### config.mk
export PLATFORM = sky130hd
export DESIGN_NAME = rpn_stack_evaluator_core
export DESIGN_NICKNAME = d
export VERILOG_FILES = /design/src/rtl/core/rse_pkg.sv /design/src/rtl/core/rpn_stack_evaluator_core.sv /design/src/rtl/core/rse_ram.sv /design/src/rtl/core/rse_alu.sv
export SDC_FILE = /design/constraint.sdc
export NUM_CORES = 2
export LEC_CHECK = 0
export ABC_AREA = 1
export BUFFER_PORTS_ARGS = -buffer_cell sky130_fd_sc_hd__buf_2
export CAP_MARGIN = 20
export CELL_PAD_IN_SITES_DETAIL_PLACEMENT = 1
export CELL_PAD_IN_SITES_GLOBAL_PLACEMENT = 1
export CORE_ASPECT_RATIO = 0.8
export CORE_MARGIN = 1.5
export CORE_UTILIZATION = 55
export DETAILED_ROUTE_END_ITERATION = 8
export HOLD_SLACK_MARGIN = 0.08
export MAX_ROUTING_LAYER = met4
export PLACE_DENSITY = 0.8
export SLEW_MARGIN = 10
export SYNTH_ARGS = -nofsm -noshare
export SYNTH_HDL_FRONTEND = slang
export SYNTH_SLANG_ARGS = --single-unit
### constraint.sdc
create_clock -name clk -period 11.2 [get_ports clk]
set_input_delay 2.24 -clock clk [delete_from_list [all_inputs] [get_ports clk]]
set_output_delay 2.24 -clock clk [all_outputs]
set_load 0.01 [all_outputs]
### src/rtl/core/rse_pkg.sv
`default_nettype none
// ----------------------------------------------------------------------------
// RPN stack evaluator package
// Shared constants, operation codes and the request and response types that
// pass between the sequencer and the arithmetic unit.
// ----------------------------------------------------------------------------
package rse_pkg;

  localparam int STACK_DEPTH = 128;
  localparam int WORD_W      = 32;
  localparam int SP_W        = $clog2(STACK_DEPTH + 1);
  localparam int ADDR_W      = $clog2(STACK_DEPTH);

  localparam int MUL_STEPS   = 32;
  localparam int DIV_STEPS   = 48;
  localparam int STEP_W      = $clog2(DIV_STEPS);

  localparam logic signed [WORD_W-1:0] Q_MAX = 32'sh7FFF_FFFF;
  localparam logic signed [WORD_W-1:0] Q_MIN = 32'sh8000_0000;

  typedef enum logic [2:0] {
    OP_PUSH = 3'd0,
    OP_ADD  = 3'd1,
    OP_SUB  = 3'd2,
    OP_MUL  = 3'd3,
    OP_DIV  = 3'd4,
    OP_POP  = 3'd5
  } opcode_t;

  typedef enum logic [1:0] {
    ALU_ADD = 2'd0,
    ALU_SUB = 2'd1,
    ALU_MUL = 2'd2,
    ALU_DIV = 2'd3
  } alu_op_t;

  typedef struct packed {
    logic                     start;
    alu_op_t                  op;
    logic signed [WORD_W-1:0] a;
    logic signed [WORD_W-1:0] b;
  } alu_req_t;

  typedef struct packed {
    logic                     done;
    logic signed [WORD_W-1:0] result;
  } alu_rsp_t;

endpackage
`default_nettype wire

### src/rtl/core/rpn_stack_evaluator_core.sv
`default_nettype none
// ----------------------------------------------------------------------------
// RPN stack evaluator core
// Reverse Polish evaluator over a 128-entry stack of signed Q16.16 values.
//
// The input channel takes one token per item: an operation code and a value
// used by push. The output channel returns one item per token with the value,
// the four error flags and the stack level after the token.
// The core works on one item at a time and holds in_stall high from the
// acceptance of an item until its result is loaded into the output register.
// Push and unknown codes load their result directly; pop and a zero divisor
// finish after the divisor check; add, subtract, multiply and divide wait for
// the arithmetic unit, and a pop that finds the stack empty skips its RAM read.
// The next item is accepted after the load. The time is set by the shared
// 33-bit adder, which produces one product or quotient bit per cycle over 32
// or 48 steps, and by the registered read of the stack RAM.
// The output register is separate, so a new item is accepted while a result
// waits; a token that finishes while the previous result is still stalled
// waits in the result stage until the output register is taken.
// Reset empties the stack and clears both valids; the stack RAM contents are
// not cleared and are never read before written.
// ----------------------------------------------------------------------------
module rpn_stack_evaluator_core
  import rse_pkg::*;
(
  input  wire logic               clk,
  input  wire logic               rst,
  input  wire logic               in_valid,
  output logic                    in_stall,
  input  wire logic [2:0]         operation,
  input  wire logic signed [31:0] operand_value,
  output logic                    out_valid,
  input  wire logic               out_stall,
  output logic signed [31:0]      result_value,
  output logic                    underflow_error,
  output logic                    overflow_error,
  output logic                    zero_divisor_error,
  output logic                    unknown_command_error,
  output logic [7:0]              stack_level
);

  typedef enum logic [2:0] {
    S_IDLE, S_POP_R, S_GET_R, S_CHK, S_POP_L, S_GET_L, S_EXEC, S_WAIT
  } seq_state_t;

  seq_state_t               state;
  logic                     in_done;
  opcode_t                  op_r;
  alu_op_t                  alu_op;
  logic [SP_W-1:0]          sp;
  logic signed [WORD_W-1:0] value;
  logic signed [WORD_W-1:0] left;
  logic signed [WORD_W-1:0] right;
  logic                     under;
  logic                     zdiv;
  logic                     unknown;
  logic                     do_push;

  logic [SP_W-1:0]   sp_m1;
  logic [SP_W-1:0]   sp_p1;
  logic              full;
  logic              slot_free;
  logic              push_ok;
  logic [WORD_W-1:0] rd_data;
  alu_req_t          alu_req;
  alu_rsp_t          alu_rsp;

  assign sp_m1     = sp - SP_W'(1);
  assign sp_p1     = sp + SP_W'(1);
  assign full      = (sp == SP_W'(STACK_DEPTH));
  assign slot_free = !out_valid || !out_stall;
  assign push_ok   = in_done && slot_free && do_push && !full;
  assign in_stall  = (state != S_IDLE) || in_done;

  rse_ram #(
    .WIDTH(WORD_W),
    .DEPTH(STACK_DEPTH)
  ) u_stack (
    .clk  (clk),
    .we   (push_ok),
    .waddr(sp[ADDR_W-1:0]),
    .wdata(value),
    .raddr(sp_m1[ADDR_W-1:0]),
    .rdata(rd_data)
  );

  assign alu_req.start = (state == S_EXEC);
  assign alu_req.op    = alu_op;
  assign alu_req.a     = left;
  assign alu_req.b     = right;

  rse_alu u_alu (
    .clk(clk),
    .rst(rst),
    .req(alu_req),
    .rsp(alu_rsp)
  );

  always_ff @(posedge clk) begin
    if (rst) begin
      state     <= S_IDLE;
      in_done   <= 1'b0;
      sp        <= '0;
      out_valid <= 1'b0;
    end else begin
      // A finished token reloads the output register in the same cycle.
      if (out_valid && !out_stall && !in_done) begin
        out_valid <= 1'b0;
      end

      if (in_done) begin
        // Result stage: push if asked, then load the output register.
        if (slot_free) begin
          result_value          <= value;
          underflow_error       <= under;
          overflow_error        <= do_push && full;
          zero_divisor_error    <= zdiv;
          unknown_command_error <= unknown;
          stack_level           <= 8'(push_ok ? sp_p1 : sp);
          if (push_ok) begin
            sp <= sp_p1;
          end
          out_valid <= 1'b1;
          in_done   <= 1'b0;
        end
      end else begin
        unique case (state)
          S_IDLE: begin
            if (in_valid) begin
              op_r    <= opcode_t'(operation);
              under   <= 1'b0;
              zdiv    <= 1'b0;
              unknown <= (operation > OP_POP);
              do_push <= (opcode_t'(operation) == OP_PUSH);
              value   <= (opcode_t'(operation) == OP_PUSH) ? operand_value : '0;
              case (opcode_t'(operation))
                OP_PUSH: begin
                  in_done <= 1'b1;
                end
                OP_ADD: begin
                  alu_op <= ALU_ADD;
                  state  <= S_POP_R;
                end
                OP_SUB: begin
                  alu_op <= ALU_SUB;
                  state  <= S_POP_R;
                end
                OP_MUL: begin
                  alu_op <= ALU_MUL;
                  state  <= S_POP_R;
                end
                OP_DIV: begin
                  alu_op <= ALU_DIV;
                  state  <= S_POP_R;
                end
                OP_POP: begin
                  state <= S_POP_R;
                end
                default: begin
                  in_done <= 1'b1;
                end
              endcase
            end
          end
          S_POP_R: begin
            if (sp == '0) begin
              right <= '0;
              under <= 1'b1;
              state <= S_CHK;
            end else begin
              sp    <= sp_m1;
              state <= S_GET_R;
            end
          end
          S_GET_R: begin
            right <= rd_data;
            state <= S_CHK;
          end
          S_CHK: begin
            if (op_r == OP_POP) begin
              value   <= right;
              in_done <= 1'b1;
              state   <= S_IDLE;
            end else if ((op_r == OP_DIV) && (right == '0)) begin
              zdiv    <= 1'b1;
              in_done <= 1'b1;
              state   <= S_IDLE;
            end else begin
              state <= S_POP_L;
            end
          end
          S_POP_L: begin
            if (sp == '0) begin
              left  <= '0;
              under <= 1'b1;
              state <= S_EXEC;
            end else begin
              sp    <= sp_m1;
              state <= S_GET_L;
            end
          end
          S_GET_L: begin
            left  <= rd_data;
            state <= S_EXEC;
          end
          S_EXEC: begin
            state <= S_WAIT;
          end
          S_WAIT: begin
            if (alu_rsp.done) begin
              value   <= alu_rsp.result;
              do_push <= 1'b1;
              in_done <= 1'b1;
              state   <= S_IDLE;
            end
          end
          default: begin
            state <= S_IDLE;
          end
        endcase
      end
    end
  end

  // The stack pointer never passes the stack depth.
  a_sp_bound: assert property (@(posedge clk) disable iff (rst)
    sp <= SP_W'(STACK_DEPTH))
    else $error("stack pointer beyond stack depth");

  // The arithmetic unit only answers while the sequencer waits for it.
  a_alu_done: assert property (@(posedge clk) disable iff (rst)
    alu_rsp.done |-> (state == S_WAIT) && !in_done)
    else $error("arithmetic result arrived outside the wait state");

  // A zero divisor gives a zero value and never pushes.
  a_zdiv: assert property (@(posedge clk) disable iff (rst)
    (out_valid && zero_divisor_error) |-> (result_value == '0) && !overflow_error)
    else $error("zero divisor result is not clean");

  // An unknown code touches nothing else.
  a_unknown: assert property (@(posedge clk) disable iff (rst)
    (out_valid && unknown_command_error) |->
      !underflow_error && !overflow_error && !zero_divisor_error)
    else $error("unknown code raised another error");

  // A push that fits raises the level by one at the result load.
  a_push_level: assert property (@(posedge clk) disable iff (rst)
    push_ok |=> (sp == $past(sp_p1)))
    else $error("stack level did not follow a push");

endmodule
`default_nettype wire

### src/rtl/core/rse_ram.sv
`default_nettype none
// ----------------------------------------------------------------------------
// Generic RAM
// One write port and one read port with registered read data.
// ----------------------------------------------------------------------------
module rse_ram #(
  parameter int WIDTH = 32,
  parameter int DEPTH = 128
) (
  input  wire logic                     clk,
  input  wire logic                     we,
  input  wire logic [$clog2(DEPTH)-1:0] waddr,
  input  wire logic [WIDTH-1:0]         wdata,
  input  wire logic [$clog2(DEPTH)-1:0] raddr,
  output logic      [WIDTH-1:0]         rdata
);

  logic [WIDTH-1:0] mem [DEPTH];

  always_ff @(posedge clk) begin
    if (we) begin
      mem[waddr] <= wdata;
    end
    rdata <= mem[raddr];
  end

endmodule
`default_nettype wire

### src/rtl/core/rse_alu.sv
`default_nettype none
// ----------------------------------------------------------------------------
// RPN stack evaluator arithmetic unit
// One 33-bit adder serves add and subtract in a single pass, shift-add
// multiply one bit per cycle and restoring divide one quotient bit per cycle.
// ----------------------------------------------------------------------------
module rse_alu
  import rse_pkg::*;
(
  input  wire logic     clk,
  input  wire logic     rst,
  input  wire alu_req_t req,
  output alu_rsp_t      rsp
);

  typedef enum logic [1:0] {A_IDLE, A_RUN, A_FIX} alu_state_t;

  alu_state_t          state;
  alu_op_t             op;
  logic                neg;
  logic [WORD_W-1:0]   mop;
  logic [WORD_W-1:0]   hi;
  logic [47:0]         lo;
  logic [STEP_W-1:0]   cnt;
  logic                done;
  logic signed [WORD_W-1:0] result;

  logic [32:0]       add_x;
  logic [32:0]       add_y;
  logic              add_sub;
  logic [33:0]       add_sum;
  logic [WORD_W-1:0] mag_a;
  logic [WORD_W-1:0] mag_b;
  logic [32:0]       div_shift;
  logic              borrow;
  logic [47:0]       mag;
  logic              mag_big;
  logic              mag_ovf;
  logic signed [WORD_W-1:0] sat_addsub;
  logic signed [WORD_W-1:0] fixed_val;

  assign mag_a = req.a[WORD_W-1] ? (~req.a + 32'd1) : req.a;
  assign mag_b = req.b[WORD_W-1] ? (~req.b + 32'd1) : req.b;

  always_comb begin
    add_x   = '0;
    add_y   = '0;
    add_sub = 1'b0;
    case (op)
      ALU_ADD, ALU_SUB: begin
        add_x   = {hi[WORD_W-1], hi};
        add_y   = {mop[WORD_W-1], mop};
        add_sub = (op == ALU_SUB);
      end
      ALU_MUL: begin
        add_x = {1'b0, hi};
        add_y = lo[0] ? {1'b0, mop} : 33'd0;
      end
      default: begin
        add_x   = {hi, lo[47]};
        add_y   = {1'b0, mop};
        add_sub = 1'b1;
      end
    endcase
    add_sum = {1'b0, add_x} + (add_sub ? {1'b1, ~add_y} : {1'b0, add_y})
              + {33'd0, add_sub};
  end

  assign div_shift = {hi, lo[47]};
  assign borrow    = add_sum[33];

  // A 33-bit sum whose top two bits differ lies outside the Q16.16 range.
  assign sat_addsub = (add_sum[32] != add_sum[31]) ? (add_sum[32] ? Q_MIN : Q_MAX)
                                                   : add_sum[31:0];

  assign mag     = (op == ALU_MUL) ? {hi, lo[31:16]} : lo;
  assign mag_big = (|mag[47:32]);
  // Magnitude above 2^31 saturates either way; exactly 2^31 fits only if negative.
  assign mag_ovf = mag_big || (mag[31] && ((|mag[30:0]) || !neg));

  always_comb begin
    if (mag_ovf) begin
      fixed_val = neg ? Q_MIN : Q_MAX;
    end else if (neg) begin
      fixed_val = ~mag[31:0] + 32'd1;
    end else begin
      fixed_val = mag[31:0];
    end
  end

  always_ff @(posedge clk) begin
    if (rst) begin
      state <= A_IDLE;
      done  <= 1'b0;
    end else begin
      unique case (state)
        A_IDLE: begin
          done <= 1'b0;
          if (req.start) begin
            op    <= req.op;
            neg   <= req.a[WORD_W-1] ^ req.b[WORD_W-1];
            cnt   <= '0;
            state <= A_RUN;
            case (req.op)
              ALU_ADD, ALU_SUB: begin
                hi  <= req.a;
                mop <= req.b;
              end
              ALU_MUL: begin
                hi  <= '0;
                lo  <= {16'd0, mag_b};
                mop <= mag_a;
              end
              default: begin
                hi  <= '0;
                lo  <= {mag_a, 16'd0};
                mop <= mag_b;
              end
            endcase
          end
        end
        A_RUN: begin
          cnt <= cnt + STEP_W'(1);
          case (op)
            ALU_ADD, ALU_SUB: begin
              result <= sat_addsub;
              done   <= 1'b1;
              state  <= A_IDLE;
            end
            ALU_MUL: begin
              done <= 1'b0;
              hi   <= add_sum[32:1];
              lo   <= {16'd0, add_sum[0], lo[31:1]};
              if (cnt == STEP_W'(MUL_STEPS - 1)) begin
                state <= A_FIX;
              end
            end
            default: begin
              done <= 1'b0;
              hi   <= borrow ? div_shift[31:0] : add_sum[31:0];
              lo   <= {lo[46:0], ~borrow};
              if (cnt == STEP_W'(DIV_STEPS - 1)) begin
                state <= A_FIX;
              end
            end
          endcase
        end
        A_FIX: begin
          result <= fixed_val;
          done   <= 1'b1;
          state  <= A_IDLE;
        end
        default: begin
          done  <= 1'b0;
          state <= A_IDLE;
        end
      endcase
    end
  end

  assign rsp.done   = done;
  assign rsp.result = result;

endmodule
`default_nettype wire
==> reports/results.ini <==
[outcome]
status = finished, final reports clean

[worst_setup_path]
arrival_ps = 7490
r2r.worst_path.cells = 12
crit_family = buffers and inverters
crit_type = register to register
critPathSlowestCell = dfxtp_4
r2r-start = sp[0]$_SDFFE_PP0P_
reg2reg_to = u_stack.rdata[14]$_DFF_P_
cp_max_fo = 138
r2r_setup_slack_ps = 4640
end_kind = register
cp-start-kind = register
worstPathRequired_ps = 12120
worstPathCellList = inv_16 > ha_4 > buf_4 > buf_12 > o21ai_0 > o22ai_1 > nor2_1 > o22ai_1 > nand2_1 > nand3_1 > nand3_1 > o21ai_1
path_buf_inv = 3
cp_slowest_stage_delay_ps = 900

[timing]
drv_slew = 0
fin_setup_tns_ps = 0
skew_ps = 75.2
setup_viol = 0
worstMarginPinSlew_ps = 1340
rsz0062_at_grt = false
max_slew_margin = 0.102
hold_viol = 0
finalCritPeriodShare = 0.586
min_period_ps = 6560
fmax_ghz = 0.152

[flow_run]
cap_violations = 0

[die]
die_area_mm2 = 0.333
pin_count = 85
start_util = 0.553
core-area_mm2 = 0.328
die_w_um = 645
die_h_um = 517
rows = 188

[power_and_ir_drop]
p_clk_frac = 0.238
power_per_cell_area_mw_per_mm2 = 306
switchingPower_mw = 28.0
leakagePower_nw = 66.3
seqPwrFrac = 0.333
p_int_mw = 33.5
vdd_drop_max_v = 0.000381
pwr-share-comb = 0.429
power.total_mw = 61.5
switching_share = 0.455

[logic_synthesis]
yosys.area_share.adder = 0.00294
synth_xor_area_frac = 0.00521
ys_types = 60
syn_area_mm2 = 0.181
synth.area.mux_share = 0
synth-edff-count = 4398
synth_compound_area_frac = 0.122
yosys.area.top_type = edfxtp_1
syn_avg_cell_area_um2 = 12.2
synth_top_family_by_area = compound AO/OA/AOI/OAI gates
ys_seq_elements = 4446
ys_warn_count = 0
seq_area_frac_synth = 0.733
synthSimpleGateAreaFrac = 0.108
netlist.area_leader.share = 0.728
async_flop_share = 0
syn_nets = 14911
ys_top_cells_by_area = edfxtp_1 (73%), o21ai_0 (6.6%), nor2_1 (5.6%)
synth-main-ff-cell = edfxtp_1
synth_cells = 14830

[hold_path]
hold_path_depth = 2
hold_path_class = register to register
holdPathEnd = u_alu.state[1]$_SDFFE_PP0P_
hp-start = u_alu.state[1]$_SDFFE_PP0P_

[routing]
drc = 0
dr.first_iter.drc_count = 23250
vias = 133298
viasPerCell = 6.89
wl_per_cell_um = 34.6
totalWireLength_um = 669000
drt_first_pass_iters = 6
ant_nets = 0

[clocking]
root_buffer = clkbuf_16
cts_resized = 0
cts_buffer_depth = 4
numCtsBuffers = 424
insertion_delay_ps = 1030
postCtsSetupRepairBufs = 0
hold_buffers = 0
clk_pin_slew_ps = 70
clock_sinks = 4446
cts_tree = done
cts_htree_levels = 5

[place]
dpl.hpwl_um = 387000
globalplace.congestion = 0.976
numPortBuffers = 84

[finish]
nNetsFinal = 14666
syn_to_final_growth_pct = 11.0
nFillCells = 31866
drive_above_1_share = 0.0788

[global_routing]
grt_pass1_wl_um = 940000
gr-total-overflow = 0
track_usage = 0.403
grt_pass1_vias = 132102
antenna_found_initial = 56
grt_max_degree = 221

[state kept, by name (all words and copies together) (netlist names), 6 cells and up]
register       flops
left              32
result_value      32
right             32
sp                 8
stack_level        8
u_alu.cnt          6
u_alu.hi          32
u_alu.lo          48
u_alu.mop         32
u_alu.result      32
u_stack.mem     4096
u_stack.rdata     32
value             32
[area by class of cell]
| cell class | count | area (um2) | share of cell area |
|---|---|---|---|
| Sequential cell | 4446 | 133000 | 0.660 |
| Multi-Input combinational cell | 9093 | 44300 | 0.220 |
| Clock buffer | 529 | 11300 | 0.0559 |
| Tap cell | 4370 | 5470 | 0.0271 |
| Timing Repair Buffer | 352 | 3820 | 0.0190 |
| Clock inverter | 254 | 2430 | 0.0121 |
| Inverter | 268 | 1060 | 0.00528 |
| Antenna cell | 40 | 100 | 0.000497 |
[cells in the final DEF, fill, tap and decap left out, types with 10 or more instances in the layout]
master	count
nor2_1	2574
diode_2	40
clkinvlp_4	14
buf_16	29
buf_2	84
dfxtp_1	47
a21oi_1	97
edfxtp_1	4398
clkinv_1	91
inv_1	249
bufinv_16	43
ha_1	40
buf_12	64
a31o_1	29
clkinv_2	86
clkbuf_1	90
buf_4	173
a31oi_1	40
inv_6	15
nand4_1	25
nand3_1	584
a22oi_1	30
nor2_4	132
o21ai_0	2404
xnor2_1	17
xor2_1	88
o22ai_1	1162
o21ai_1	195
o211ai_1	45
nand2_1	1466
nor2_2	10
inv_2	10
nand2_2	25
nor3_1	35
clkbuf_16	433
[tightest hold or removal path: cells and delay by family (launching register included)]
family	cells	cell delay, ps
buffers and inverters	1	100
AOI/OAI and AO/OA	1	70
DFF	1	310
[cell usage after synthesis (5+ instances only)]
cell type	n
o21bai_1	7
xor2_1	89
o22ai_1	1162
ha_1	41
nand3_2	5
nor4_1	9
clkbuf_1	789
dfxtp_1	48
nand2_1	1468
xnor2_1	17
buf_6	15
a31oi_1	40
o211ai_1	45
nor2_1	2705
o221ai_1	7
nand4_1	25
a22oi_1	30
buf_4	15
o21a_1	5
a21o_1	9
nor2_4	6
inv_2	11
a31o_1	29
o21ai_0	2404
buf_2	159
nand3b_1	8
o21ai_1	195
nand3_1	588
edfxtp_1	4398
a21oi_1	98
inv_1	251
nor3_1	40
nor2_2	5
buf_1	45
nand2_2	23
[power groups by stage]
stage          logic [mW]  clock network, mW  registers (mW)
2_1_floorplan        12.1                  0            21.2
3_3_place_gp         23.3                  0            20.8
3_5_place_dp         24.5                  0            20.8
4_1_cts              24.9               14.6            20.4
5_1_grt              26.9               15.1            20.5
6_report             26.4               14.7            20.5
[worst max-delay path by stage]
stage | depth (start not counted) | to | slack [ps] | from
floorplan | 4 | left[0]$_SDFFCE_PN0P_ | 2910 | rst
global placement | 9 | u_stack.mem[115][16]$_DFFE_PP_ | 4730 | out_stall
detailed placement | 9 | u_stack.mem[115][16]$_DFFE_PP_ | 4640 | out_stall
finish | 12 | u_stack.rdata[14]$_DFF_P_ | 4640 | sp[0]$_SDFFE_PP0P_
global route | 12 | u_stack.rdata[23]$_DFF_P_ | 4620 | sp[0]$_SDFFE_PP0P_
CTS | 12 | u_stack.rdata[13]$_DFF_P_ | 4990 | sp[0]$_SDFFE_PP0P_
[cell families after synthesis]
group / after synthesis
adder cells (fa/ha/maj): 42
XOR/XNOR: 107
flip-flops: 4446
buffers and inverters: 1291
AND/OR/NAND/NOR: 4897
AO/OA/AOI/OAI: 4047
[stage by stage]
stage               cell area [um2]  instances   util  hold slack, ps  setup slack, ps
global placement             186000      18456  0.567             486             4730
finish                       201000      19352  0.614             535             4640
CTS                          200000      19248  0.609             545             4990
global route                 201000      19342  0.614             566             4620
detailed placement           186000      18465  0.568             535             4640
floorplan                    181000      14830      -             400             2910
[metal layers]
layer,share of wire,vias up,global-route usage,routed length [um]
met5,0,-,-,0
met4,0.057,0,0.195,38000
met3,0.14,1741,0.105,93100
met2,0.44,10315,0.572,292000
met1,0.37,67297,0.543,246000
li1,-,53945,-,-
Note: power is estimated with default switching activity, not from simulation.
